<file path="config.mk">
export PLATFORM = sky130hd
export DESIGN_NAME = obstacle_avoid_sequencer_core
export DESIGN_NICKNAME = d
export VERILOG_FILES = /design/src/design/oas_pkg.sv /design/src/design/oas_ctrl.sv /design/src/design/obstacle_avoid_sequencer_core.sv
export SDC_FILE = /design/constraint.sdc
export NUM_CORES = 1
export LEC_CHECK = 0
export ABC_AREA = 1
export ABC_CLOCK_PERIOD_IN_PS = 4400
export BUFFER_PORTS_ARGS = -buffer_cell sky130_fd_sc_hd__buf_2
export CAP_MARGIN = 25
export CORE_UTILIZATION = 45
export DETAILED_ROUTE_END_ITERATION = 8
export SYNTH_ARGS = -nofsm -noshare
export SYNTH_HDL_FRONTEND = slang
export SYNTH_HIERARCHICAL = 1
export SYNTH_SLANG_ARGS = --single-unit
</file>
<file path="constraint.sdc">
create_clock -name clk -period 4.4 [get_ports clk]
set_input_delay 0.44 -clock clk [delete_from_list [all_inputs] [get_ports clk]]
set_output_delay 0.44 -clock clk [all_outputs]
set_load 0.005 [all_outputs]
</file>
<file path="src/design/oas_pkg.sv">
// Shared types and constants for the obstacle avoidance sequencer.
package oas_pkg;

  localparam int unsigned MODE_W   = 4;
  localparam int unsigned DRIVE_W  = 2;
  localparam int unsigned AIM_W    = 2;
  localparam int unsigned PULSE_W  = 6;
  localparam int unsigned TICKS_W  = 11;
  localparam int unsigned CFG_W    = 11;
  localparam int unsigned CFG_IDX_W = 2;

  // Mode codes as they appear on the result
  localparam logic [MODE_W-1:0] MODE_OFF    = 4'd0;
  localparam logic [MODE_W-1:0] MODE_MOVING = 4'd1;
  localparam logic [MODE_W-1:0] MODE_NEED   = 4'd2;
  localparam logic [MODE_W-1:0] MODE_AVOID  = 4'd3;
  localparam logic [MODE_W-1:0] MODE_LOOK_R = 4'd4;
  localparam logic [MODE_W-1:0] MODE_LOOK_L = 4'd5;
  localparam logic [MODE_W-1:0] MODE_TURN_R = 4'd6;
  localparam logic [MODE_W-1:0] MODE_TURN_L = 4'd7;
  localparam logic [MODE_W-1:0] MODE_TURN_A = 4'd8;

  localparam logic [DRIVE_W-1:0] DRV_STOP   = 2'd0;
  localparam logic [DRIVE_W-1:0] DRV_FWD    = 2'd1;
  localparam logic [DRIVE_W-1:0] DRV_SPIN_R = 2'd2;
  localparam logic [DRIVE_W-1:0] DRV_SPIN_L = 2'd3;

  localparam logic [AIM_W-1:0] AIM_CENTER = 2'd0;
  localparam logic [AIM_W-1:0] AIM_RIGHT  = 2'd1;
  localparam logic [AIM_W-1:0] AIM_LEFT   = 2'd2;

  localparam logic [CFG_IDX_W-1:0] REG_QUARTER = 2'd0;
  localparam logic [CFG_IDX_W-1:0] REG_HALF    = 2'd1;
  localparam logic [CFG_IDX_W-1:0] REG_SETTLE  = 2'd2;

  localparam logic [PULSE_W-1:0] QUARTER_RESET = 6'd19;
  localparam logic [PULSE_W-1:0] HALF_RESET    = 6'd38;
  localparam logic [TICKS_W-1:0] SETTLE_RESET  = 11'd1500;
  localparam logic [PULSE_W-1:0] PULSE_MAX     = 6'd63;

  typedef enum logic [8:0] {
    ST_OFF    = 9'b000000001,
    ST_MOVING = 9'b000000010,
    ST_NEED   = 9'b000000100,
    ST_AVOID  = 9'b000001000,
    ST_LOOK_R = 9'b000010000,
    ST_LOOK_L = 9'b000100000,
    ST_TURN_R = 9'b001000000,
    ST_TURN_L = 9'b010000000,
    ST_TURN_A = 9'b100000000
  } mode_t;

  typedef struct packed {
    logic run_enable;
    logic obstacle_seen;
    logic encoder_pulse;
    logic coin_bit;
  } in_item_t;

  typedef struct packed {
    logic [MODE_W-1:0]  mode;
    logic [DRIVE_W-1:0] motor_drive;
    logic [AIM_W-1:0]   servo_aim;
    logic               vacuum_on;
    logic               obstacle_flag;
  } out_item_t;

  typedef struct packed {
    logic                 we;
    logic [CFG_IDX_W-1:0] index;
    logic [CFG_W-1:0]     data;
  } cfg_wr_t;

  function automatic logic [MODE_W-1:0] mode_code(mode_t m);
    logic [MODE_W-1:0] c;
    case (m)
      ST_OFF:    c = MODE_OFF;
      ST_MOVING: c = MODE_MOVING;
      ST_NEED:   c = MODE_NEED;
      ST_AVOID:  c = MODE_AVOID;
      ST_LOOK_R: c = MODE_LOOK_R;
      ST_LOOK_L: c = MODE_LOOK_L;
      ST_TURN_R: c = MODE_TURN_R;
      ST_TURN_L: c = MODE_TURN_L;
      ST_TURN_A: c = MODE_TURN_A;
      default:   c = MODE_OFF;
    endcase
    return c;
  endfunction

endpackage

</file>
<file path="src/design/oas_ctrl.sv">
// Mode sequencer state, configuration registers and per-tick transition logic.
module oas_ctrl #(
  parameter int unsigned SETTLE_BITS = 11
) (
  input  logic               clk,
  input  logic               rst,
  input  oas_pkg::cfg_wr_t   cfg,
  input  logic               advance,
  input  oas_pkg::in_item_t  item,
  output oas_pkg::out_item_t result
);
  import oas_pkg::*;

  localparam int unsigned CMP_W = (SETTLE_BITS > TICKS_W) ? SETTLE_BITS : TICKS_W;
  localparam logic [SETTLE_BITS-1:0] SETTLE_MAX = {SETTLE_BITS{1'b1}};

  logic [PULSE_W-1:0] quarter_turn_pulses;
  logic [PULSE_W-1:0] half_turn_pulses;
  logic [TICKS_W-1:0] servo_settle_ticks;

  mode_t                  mode_reg, mode_reg_next;
  mode_t                  previous_mode, previous_mode_next;
  logic                   obstacle_latch, obstacle_latch_next;
  logic [SETTLE_BITS-1:0] settle_count, settle_count_next;
  logic                   look_active, look_active_next;
  logic                   turn_active, turn_active_next;
  logic [PULSE_W-1:0]     pulse_count, pulse_count_next;
  logic                   suction_enable, suction_enable_next;

  logic [DRIVE_W-1:0]     drive;
  logic [AIM_W-1:0]       aim;
  logic [SETTLE_BITS-1:0] settle_inc;
  logic                   settle_done;
  logic [PULSE_W:0]       pulse_total;
  logic [PULSE_W-1:0]     turn_limit;
  logic                   look_right;
  mode_t                  other_look;

  always_ff @(posedge clk) begin
    if (rst) begin
      quarter_turn_pulses <= QUARTER_RESET;
      half_turn_pulses    <= HALF_RESET;
      servo_settle_ticks  <= SETTLE_RESET;
    end else if (cfg.we) begin
      case (cfg.index)
        REG_QUARTER: quarter_turn_pulses <= cfg.data[PULSE_W-1:0];
        REG_HALF:    half_turn_pulses    <= cfg.data[PULSE_W-1:0];
        REG_SETTLE:  servo_settle_ticks  <= cfg.data[TICKS_W-1:0];
        default: ;
      endcase
    end
  end

  always_comb begin
    settle_inc  = (settle_count < SETTLE_MAX) ? settle_count + 1'b1 : settle_count;
    settle_done = (CMP_W'(settle_inc) >= CMP_W'(servo_settle_ticks))
                  || (settle_inc == SETTLE_MAX);
    pulse_total = {1'b0, pulse_count} + {{PULSE_W{1'b0}}, item.encoder_pulse};
    turn_limit  = (mode_reg == ST_TURN_A) ? half_turn_pulses : quarter_turn_pulses;
    look_right  = (mode_reg == ST_LOOK_R);
    other_look  = look_right ? ST_LOOK_L : ST_LOOK_R;
  end

  always_comb begin
    mode_reg_next       = mode_reg;
    previous_mode_next  = previous_mode;
    obstacle_latch_next = obstacle_latch;
    settle_count_next   = settle_count;
    look_active_next    = look_active;
    turn_active_next    = turn_active;
    pulse_count_next    = pulse_count;
    suction_enable_next = suction_enable;
    drive               = DRV_STOP;
    aim                 = AIM_CENTER;

    case (mode_reg)
      ST_OFF: begin
        suction_enable_next = 1'b1;
        if (item.run_enable) begin
          previous_mode_next = mode_reg;
          mode_reg_next      = ST_MOVING;
        end
      end
      ST_MOVING: begin
        drive               = DRV_FWD;
        obstacle_latch_next = item.obstacle_seen;
        if (item.obstacle_seen) begin
          previous_mode_next = mode_reg;
          mode_reg_next      = ST_NEED;
        end
      end
      ST_NEED: begin
        obstacle_latch_next = item.obstacle_seen;
        previous_mode_next  = mode_reg;
        mode_reg_next       = item.obstacle_seen ? ST_AVOID : ST_MOVING;
      end
      ST_AVOID: begin
        previous_mode_next = mode_reg;
        mode_reg_next      = item.coin_bit ? ST_LOOK_L : ST_LOOK_R;
      end
      ST_LOOK_R, ST_LOOK_L: begin
        if (!look_active) begin
          settle_count_next = '0;
          look_active_next  = 1'b1;
          aim               = look_right ? AIM_RIGHT : AIM_LEFT;
        end else begin
          settle_count_next = settle_inc;
          if (settle_done) begin
            // sample, recenter and pick the next mode in the same tick
            look_active_next    = 1'b0;
            obstacle_latch_next = item.obstacle_seen;
            previous_mode_next  = mode_reg;
            if (!item.obstacle_seen) begin
              mode_reg_next = look_right ? ST_TURN_R : ST_TURN_L;
            end else if (previous_mode != other_look) begin
              mode_reg_next = other_look;
            end else begin
              mode_reg_next = ST_TURN_A;
            end
          end else begin
            aim = look_right ? AIM_RIGHT : AIM_LEFT;
          end
        end
      end
      ST_TURN_R, ST_TURN_L, ST_TURN_A: begin
        if (!turn_active) begin
          // first tick of a turn drops the pulse
          pulse_count_next = '0;
          turn_active_next = 1'b1;
          drive            = (mode_reg == ST_TURN_R) ? DRV_SPIN_R : DRV_SPIN_L;
        end else begin
          pulse_count_next = pulse_total[PULSE_W] ? PULSE_MAX : pulse_total[PULSE_W-1:0];
          if (pulse_total > {1'b0, turn_limit}) begin
            turn_active_next   = 1'b0;
            previous_mode_next = mode_reg;
            mode_reg_next      = ST_MOVING;
          end else begin
            drive = (mode_reg == ST_TURN_R) ? DRV_SPIN_R : DRV_SPIN_L;
          end
        end
      end
      default: ;
    endcase

    result.mode          = mode_code(mode_reg_next);
    result.motor_drive   = drive;
    result.servo_aim     = aim;
    result.vacuum_on     = suction_enable_next;
    result.obstacle_flag = obstacle_latch_next;
  end

  always_ff @(posedge clk) begin
    if (rst) begin
      mode_reg       <= ST_OFF;
      previous_mode  <= ST_OFF;
      obstacle_latch <= 1'b0;
      settle_count   <= '0;
      look_active    <= 1'b0;
      turn_active    <= 1'b0;
      pulse_count    <= '0;
      suction_enable <= 1'b0;
    end else if (advance) begin
      mode_reg       <= mode_reg_next;
      previous_mode  <= previous_mode_next;
      obstacle_latch <= obstacle_latch_next;
      settle_count   <= settle_count_next;
      look_active    <= look_active_next;
      turn_active    <= turn_active_next;
      pulse_count    <= pulse_count_next;
      suction_enable <= suction_enable_next;
    end
  end

endmodule

</file>
<file path="src/design/obstacle_avoid_sequencer_core.sv">
// Top level of the obstacle avoidance sequencer: handshake and result register.
//
//   channel | direction | handshake          | payload
//   in      | input     | in_valid/in_stall  | in_data   (oas_pkg::in_item_t)
//   out     | output    | out_valid/out_stall| out_data  (oas_pkg::out_item_t)
//   cfg     | input     | cfg_we             | cfg_index, cfg_data
//
// One request per clock while in_stall is low: a tick's transition is computed
// combinationally and its result lands in the output register on the accepting
// edge, which also sets the registered out_valid.
// in_stall is raised only while a result waits in the output register and
// out_stall holds it. Synchronous reset puts the mode in off and loads the
// register defaults.
module obstacle_avoid_sequencer_core #(
  parameter int unsigned SETTLE_BITS = 11
) (
  input  logic                              clk,
  input  logic                              rst,
  input  logic                              in_valid,
  output logic                              in_stall,
  input  oas_pkg::in_item_t                 in_data,
  output logic                              out_valid,
  input  logic                              out_stall,
  output oas_pkg::out_item_t                out_data,
  input  logic                              cfg_we,
  input  logic [oas_pkg::CFG_IDX_W-1:0]     cfg_index,
  input  logic [oas_pkg::CFG_W-1:0]         cfg_data
);
  import oas_pkg::*;

  cfg_wr_t   cfg;
  out_item_t result;
  logic      advance;

  assign cfg      = '{we: cfg_we, index: cfg_index, data: cfg_data};
  assign in_stall = out_valid && out_stall;
  assign advance  = in_valid && !in_stall;

  oas_ctrl #(
    .SETTLE_BITS(SETTLE_BITS)
  ) u_ctrl (
    .clk     (clk),
    .rst     (rst),
    .cfg     (cfg),
    .advance (advance),
    .item    (in_data),
    .result  (result)
  );

  always_ff @(posedge clk) begin
    if (rst) begin
      out_valid <= 1'b0;
    end else if (advance) begin
      out_valid <= 1'b1;
    end else if (!out_stall) begin
      out_valid <= 1'b0;
    end
  end

  // hold the payload while stalled
  always_ff @(posedge clk) begin
    if (advance) begin
      out_data <= result;
    end
  end

endmodule

</file>
==> flow_summary.toml, run 1 <==
[run_status]
status = "completed"

[clock_network]
post_cts_buffers = 0
clockBufferDepth = 2
cts_resized = 0
cts_num_sinks = 73
clkTransAtPathRegs_ps = 80
htree_levels = 3
cts_tree = "yes"
cts_made_buffers = 9
clk_latency_ps = 360
cts-root-buf = "clkbuf_8"
hold_buffers = 0

[critical_path]
path_buf_inv = 1
cp-end-kind = "flop"
slowest_stage = "dfxtp_1"
start_kind = "flop"
cp.required_ps = 4510
crit_type = "flop to flop"
cp_cell_sequence = "ha_1, nand2_1, nor2_2, nand4_1, nand2_1, nor2_1, inv_1, ha_1, a21oi_1, o21a_1, o211ai_1, nor2_1, nand2_4, o21ai_0, nand2_1, nand3_1, nand2_1, nor2_1, nand2_1"
worstPathArrival_ps = 3260
path_delay_family = "simple AND/OR/NAND/NOR gates"
cp_common_cell = "nand2_1"
path_max_fanout = 8
cpPeakStageDelay_ps = 400

[detailed_routing]
viasPerCell = 5.23
first_pass_iters = 5
drcViolationCount = 0
wirelength_um = 10500
wl_per_cell_um = 13.8
vias = 3972
dr.first_iter.drc_count = 181
final_antenna_net_count = 0

[placed_design]
dpl.hpwl_um = 7720
numPortBuffers = 33
gp_congestion = 0.941
placed_cell_area_sq_um = 4530
dpl.cell_count = 743

[hold_path]
hold_path.class = "input port to flop"

[cells_and_area]
final_cells = 759
diodes = 0
syn_to_final_growth_pct = 10.7
multi_input_area_sq_um = 2350
drive_above_1_share_pct = 14.4
final_cell_area_sq_um = 4740
nets = 667
fill_cells = 934
final_cell_mix = "137 x nand2_1, 65 x inv_1, 63 x dfxtp_1"
post-route-util_pct = 51.3
largest_registers = "u_ctrl/servo_settle_ticks x11, u_ctrl/settle_count x11, out_data x10"
mostFrequentLayoutCell = "nand2_1"
seqCellArea_sq_um = 1560

[sta]
finalSetupViolCount = 0
tightest_slew_ps = 1020
final_hold_viol_count = 0
finClkSkew_ps = 14.3
fmax_mhz = 317
slew_headroom_pct = 31.9
slew_violations = 0
worst_hold_slack_ps = 303
post-route-min-period_ps = 3150
fin_crit_sh_pct = 71.7
final.setup.tns_ps = 0
rsz0062_at_grt = "no"

[logic_synthesis]
synth_top_area_share_pct = 29.4
synth_area_leader_cell = "dfxtp_1"
yosys_warnings = 6
async_flop_share_pct = 0
synth_area_per_cell_sq_um = 7.19
synth_edf_count = 10
ys.flop_type = "dfxtp_1"
synth_area_leaders = "dfxtp_1 29%, nand2_1 12%, edfxtp_1 7.0%"
syn-num-nets = 638
syn_inst = 596
synth_cell_types = 39
syn_area_sq_um = 4280
ys_ff_latch = 73
seq_area_frac_synth_pct = 36.4

[floorplan]
fp.dieH_um = 99.6
dieArea_sq_um = 9910
core_area_sq_um = 9240
num_rows = 35
die_width_um = 99.6
initial_core_util_pct = 46.4
ios = 34

[grt]
gr-total-overflow = 0
grt_usage_pct = 22.8
antenna_found_initial = 0
first_global_vias = 3745
met2_usage_pct = 37.2
grt_pass1_wl_um = 17800
grt_use_met3_pct = 3.79
grt_busiest_layer = "met2"
use_met1_pct = 29.5
grt_max_degree = 37

[power]
power_switching_uw = 426
p_clk_share_pct = 38.3
p_leak_nw = 2.18
combPwrFrac_pct = 13.4
p_int_mw = 1.09
seq_power_share_pct = 48.3
switching_share_pct = 28.1
ir_drop_mv = 0.177
power_density_nw_per_um2 = 320

[job]
cap_viol_max_count = 0
-- path summary, 6_finish.rpt --
check	cells after the start	to	slack, ps	startpoint
max	19	out_data[7]$_DFFE_PP_	1250	u_ctrl/settle_count[0]$_SDFFE_PP0P_
min	3	u_ctrl/servo_settle_ticks[8]$_SDFFE_PP1P_	300	cfg_data[8]
max reg2reg	19	out_data[7]$_DFFE_PP_	1250	u_ctrl/settle_count[0]$_SDFFE_PP0P_
min reg2reg	2	u_ctrl/half_turn_pulses[3]$_SDFFE_PP0P_	460	u_ctrl/half_turn_pulses[3]$_SDFFE_PP0P_
-- layout make-up --
| class | count | share of cell area (%) |
|---|---|---|
| clock buffers | 12 | 3.51 |
| clock inverters | 4 | 1.03 |
| inverters | 74 | 5.96 |
| multi-input cells | 433 | 49.5 |
| flip-flops and latches | 73 | 32.9 |
| well taps | 129 | 3.40 |
| repair buffers | 34 | 3.64 |
-- synth_stat cells, types with 4 or more instances --
cell type / instances
nand4_1: 9
nor2_1: 59
a21oi_1: 47
o21ai_0: 46
clkbuf_1: 10
ha_1: 20
dfxtp_1: 63
nand3_2: 5
nand3_1: 31
xor2_1: 4
o211ai_1: 12
nand2_4: 5
a22oi_1: 5
inv_1: 65
nor2_2: 7
nand3b_1: 4
nor3_1: 8
inv_2: 7
edfxtp_1: 10
nand2_1: 137
nor4_1: 5
-- power by group through the flow --
stage | sequential [mW] | combinational, mW | clock, mW
floorplan | 0.743 | 0.151 | 0
finish | 0.733 | 0.203 | 0.581
CTS | 0.732 | 0.201 | 0.591
global route | 0.737 | 0.228 | 0.625
detailed placement | 0.748 | 0.200 | 0
global placement | 0.748 | 0.198 | 0
-- per-stage QoR --
| step | total power [mW] | setup slack, ps |
|---|---|---|
| floorplan | 0.894 | 1690 |
| global placement | 0.946 | 1390 |
| detailed placement | 0.948 | 1310 |
| CTS | 1.53 | 1270 |
| global route | 1.59 | 963 |
| finish | 1.52 | 1250 |
-- tightest hold or removal path, stage by stage --
cell	delay [ps]
buf_2	70
nand2_1	40
o211ai_1	60
-- cells by family (layout without fill, tap and decap cells) --
logic type | Yosys count | in the layout | synth area share, %
compound gates | 123 | 123 | 16.3
xor+xnor | 4 | 4 | 0.818
fa+ha+maj | 20 | 20 | 5.84
buf+inv | 90 | 124 | 8.70
flops | 73 | 73 | 36.4
mux | 3 | 3 | 0.701
simple gates | 283 | 283 | 31.2
-- routing by layer --
| metal | up-vias | part of all wire (%) | wire, um |
|---|---|---|---|
| met5 | - | 0 | 0 |
| li1 | 2040 | - | - |
| met1 | 1808 | 47 | 4960 |
| met2 | 104 | 46 | 4840 |
| met3 | 20 | 4.1 | 433 |
| met4 | 0 | 2.5 | 267 |
No activity file was read; power rests on OpenSTA's default activity.
==> run 2: changes to the inputs <==
--- a/config.mk
+++ b/config.mk
@@ -6,11 +6,12 @@
 export NUM_CORES = 1
 export LEC_CHECK = 0
 export ABC_AREA = 1
-export ABC_CLOCK_PERIOD_IN_PS = 4400
+export ABC_CLOCK_PERIOD_IN_PS = 2550
 export BUFFER_PORTS_ARGS = -buffer_cell sky130_fd_sc_hd__buf_2
 export CAP_MARGIN = 25
 export CORE_UTILIZATION = 45
 export DETAILED_ROUTE_END_ITERATION = 8
+export PLACE_DENSITY = 0.65
 export SYNTH_ARGS = -nofsm -noshare
 export SYNTH_HDL_FRONTEND = slang
 export SYNTH_HIERARCHICAL = 1
==> constraint.sdc (replaced) <==
create_clock -name clk -period 2.55 [get_ports clk]
set_input_delay 0.255 -clock clk [delete_from_list [all_inputs] [get_ports clk]]
set_output_delay 0.255 -clock clk [all_outputs]
set_load 0.005 [all_outputs]
==> flow_summary.toml, run 2 (synthesis results as in run 1) <==
[critical_path]
start_kind = "flop"
worstPathArrival_ps = 3030
cp-end-kind = "flop"
r2r_start = "u_ctrl/settle_count[1]$_SDFFE_PP0P_"
crit_start = "u_ctrl/settle_count[1]$_SDFFE_PP0P_"
cp.required_ps = 2800
rr_worst_depth = 19
path_max_fanout = 7
reg2reg_slack_ps = -230
crit_type = "flop to flop"
r2r_end = "u_ctrl/previous_mode[5]$_SDFFE_PP0P_"

[cells_and_area]
drive_above_1_share_pct = 39.4
final_cell_mix = "113 x nand2_1, 76 x buf_4, 59 x inv_1"
largest_registers = "u_ctrl/servo_settle_ticks x11, u_ctrl/settle_count x11, out_data x10"
syn_to_final_growth_pct = 40.1
mostFrequentLayoutCell = "nand2_1"
nets = 755
diodes = 0
final_cell_area_sq_um = 6000

[power]
total_power_mw = 2.79
seq_power_share_pct = 45.2
p_int_mw = 1.98
combPwrFrac_pct = 18.6
power_density_nw_per_um2 = 465
ir_drop_mv = 0.345
p_clk_share_pct = 36.1
switching_share_pct = 29.1
power_switching_uw = 811
p_leak_nw = 2.68

[grt]
antenna_found_initial = 0
gr-total-overflow = 0
first_global_vias = 3957
grt_pass1_wl_um = 18700
grt_usage_pct = 23.8
grt_max_degree = 35

[sta]
slew_violations = 0
fmax_mhz = 359
rsz0062_at_grt = "yes"
final_hold_viol_count = 0
tightest_slew_ps = 555
post-route-min-period_ps = 2780
worst_hold_slack_ps = 125
slew_headroom_pct = 62.7
final.setup.tns_ps = -3580
finalSetupViolCount = 20
finClkSkew_ps = 10.9
layout_setup_ws_ps = -232
fin_crit_sh_pct = 109

[detailed_routing]
dr.first_iter.drc_count = 237
vias = 4389
first_pass_iters = 5
wirelength_um = 11800
drcViolationCount = 0
final_antenna_net_count = 0
wl_per_cell_um = 14.0
viasPerCell = 5.18

[floorplan]
num_rows = 35
fp.dieH_um = 99.6
core_area_sq_um = 9240
initial_core_util_pct = 46.4
ios = 34
dieArea_sq_um = 9910
die_width_um = 99.6

[clock_network]
clk_latency_ps = 350
cts_made_buffers = 9
clockBufferDepth = 2
cts-root-buf = "clkbuf_8"
hold_buffers = 0
cts_tree = "yes"
clkTransAtPathRegs_ps = 80
htree_levels = 3
cts_num_sinks = 73

[placed_design]
gp_congestion = 0.915
numPortBuffers = 33
dpl.hpwl_um = 8060
placed_cell_area_sq_um = 5020
preCtsSetupSlack_ps = -371

[hold_path]
worstHoldStart = "cfg_data[8]"
hold-path-cell-count = 3
min_to = "u_ctrl/servo_settle_ticks[8]$_SDFFE_PP1P_"
hold_path.class = "input port to flop"

[run_status]
status = "finished with violations"
failed_checks = "negative setup slack"

[job]
cap_viol_max_count = 0
## run 2: through the flow
step / cells / util, %
floorplan: 596 / -
global placement: 801 / 54.3
detailed placement: 801 / 54.3
CTS: 829 / 59.9
global route: 847 / 65.0
finish: 847 / 65.0
## run 2: layout make-up
cell class | instances | area [sq um]
Clock inverter | 5 | 58.8
Tap cell | 129 | 161
Timing Repair inverter | 1 | 16.3
Multi-Input combinational cell | 434 | 2850
Timing Repair Buffer | 120 | 868
Inverter | 74 | 298
Fill cell | 772 | 3240
Clock buffer | 11 | 163
Sequential cell | 73 | 1590
## run 2: timing repair
action / CTS / global route
hold endpoints to repair: 0 / 0
setup buffers: 11 / 18
pin swaps: 36 / 43
gates resized for setup: 58 / 90
setup endpoints to repair: 22 / 38
cloned: 1 / 1
## run 2: power groups by stage
stage               clock network, mW  logic (mW)  registers, mW
global placement                    0       0.401           1.28
detailed placement                  0       0.404           1.28
finish                           1.01       0.520           1.26
floorplan                           0       0.270           1.28
CTS                              1.03       0.441           1.26
global route                     1.07       0.569           1.27
## run 2: worst max path at each step
stage                                      endpoint  slack [ps]  depth (start not counted)
5_1_grt                       out_data[9]$_DFFE_PP_        -390                         19
2_1_floorplan                 out_data[9]$_DFFE_PP_           2                         19
3_3_place_gp                  out_data[9]$_DFFE_PP_        -340                         20
6_report       u_ctrl/previous_mode[5]$_SDFFE_PP0P_        -230                         19
4_1_cts                       out_data[9]$_DFFE_PP_        -180                         20
3_5_place_dp                  out_data[9]$_DFFE_PP_        -370                         22
## run 2: metal layers
metal | vias to the layer above | part of all wire (%) | track usage, %
li1 | 2216 | - | -
met1 | 2016 | 45 | 31.8
met2 | 133 | 48 | 38.6
met3 | 24 | 4.6 | 3.09
met4 | 0 | 2.4 | 10.3
met5 | - | 0 | 0
## run 2: critical path, stage by stage, from the launching register on
cell and delay [ps]:
dfxtp_4 370, ha_4 170, buf_4 150, nand2_1 70
nand2_1 60, nand2_2 80, nand2_4 60, ha_4 280
nand2_1 50, o21a_1 180, o211ai_1 220, nor2_2 90
nand2_4 140, nand2_8 90, nand2_8 100, buf_6 100
nand3_4 130, buf_6 170, o21ai_2 120, a21oi_2 40
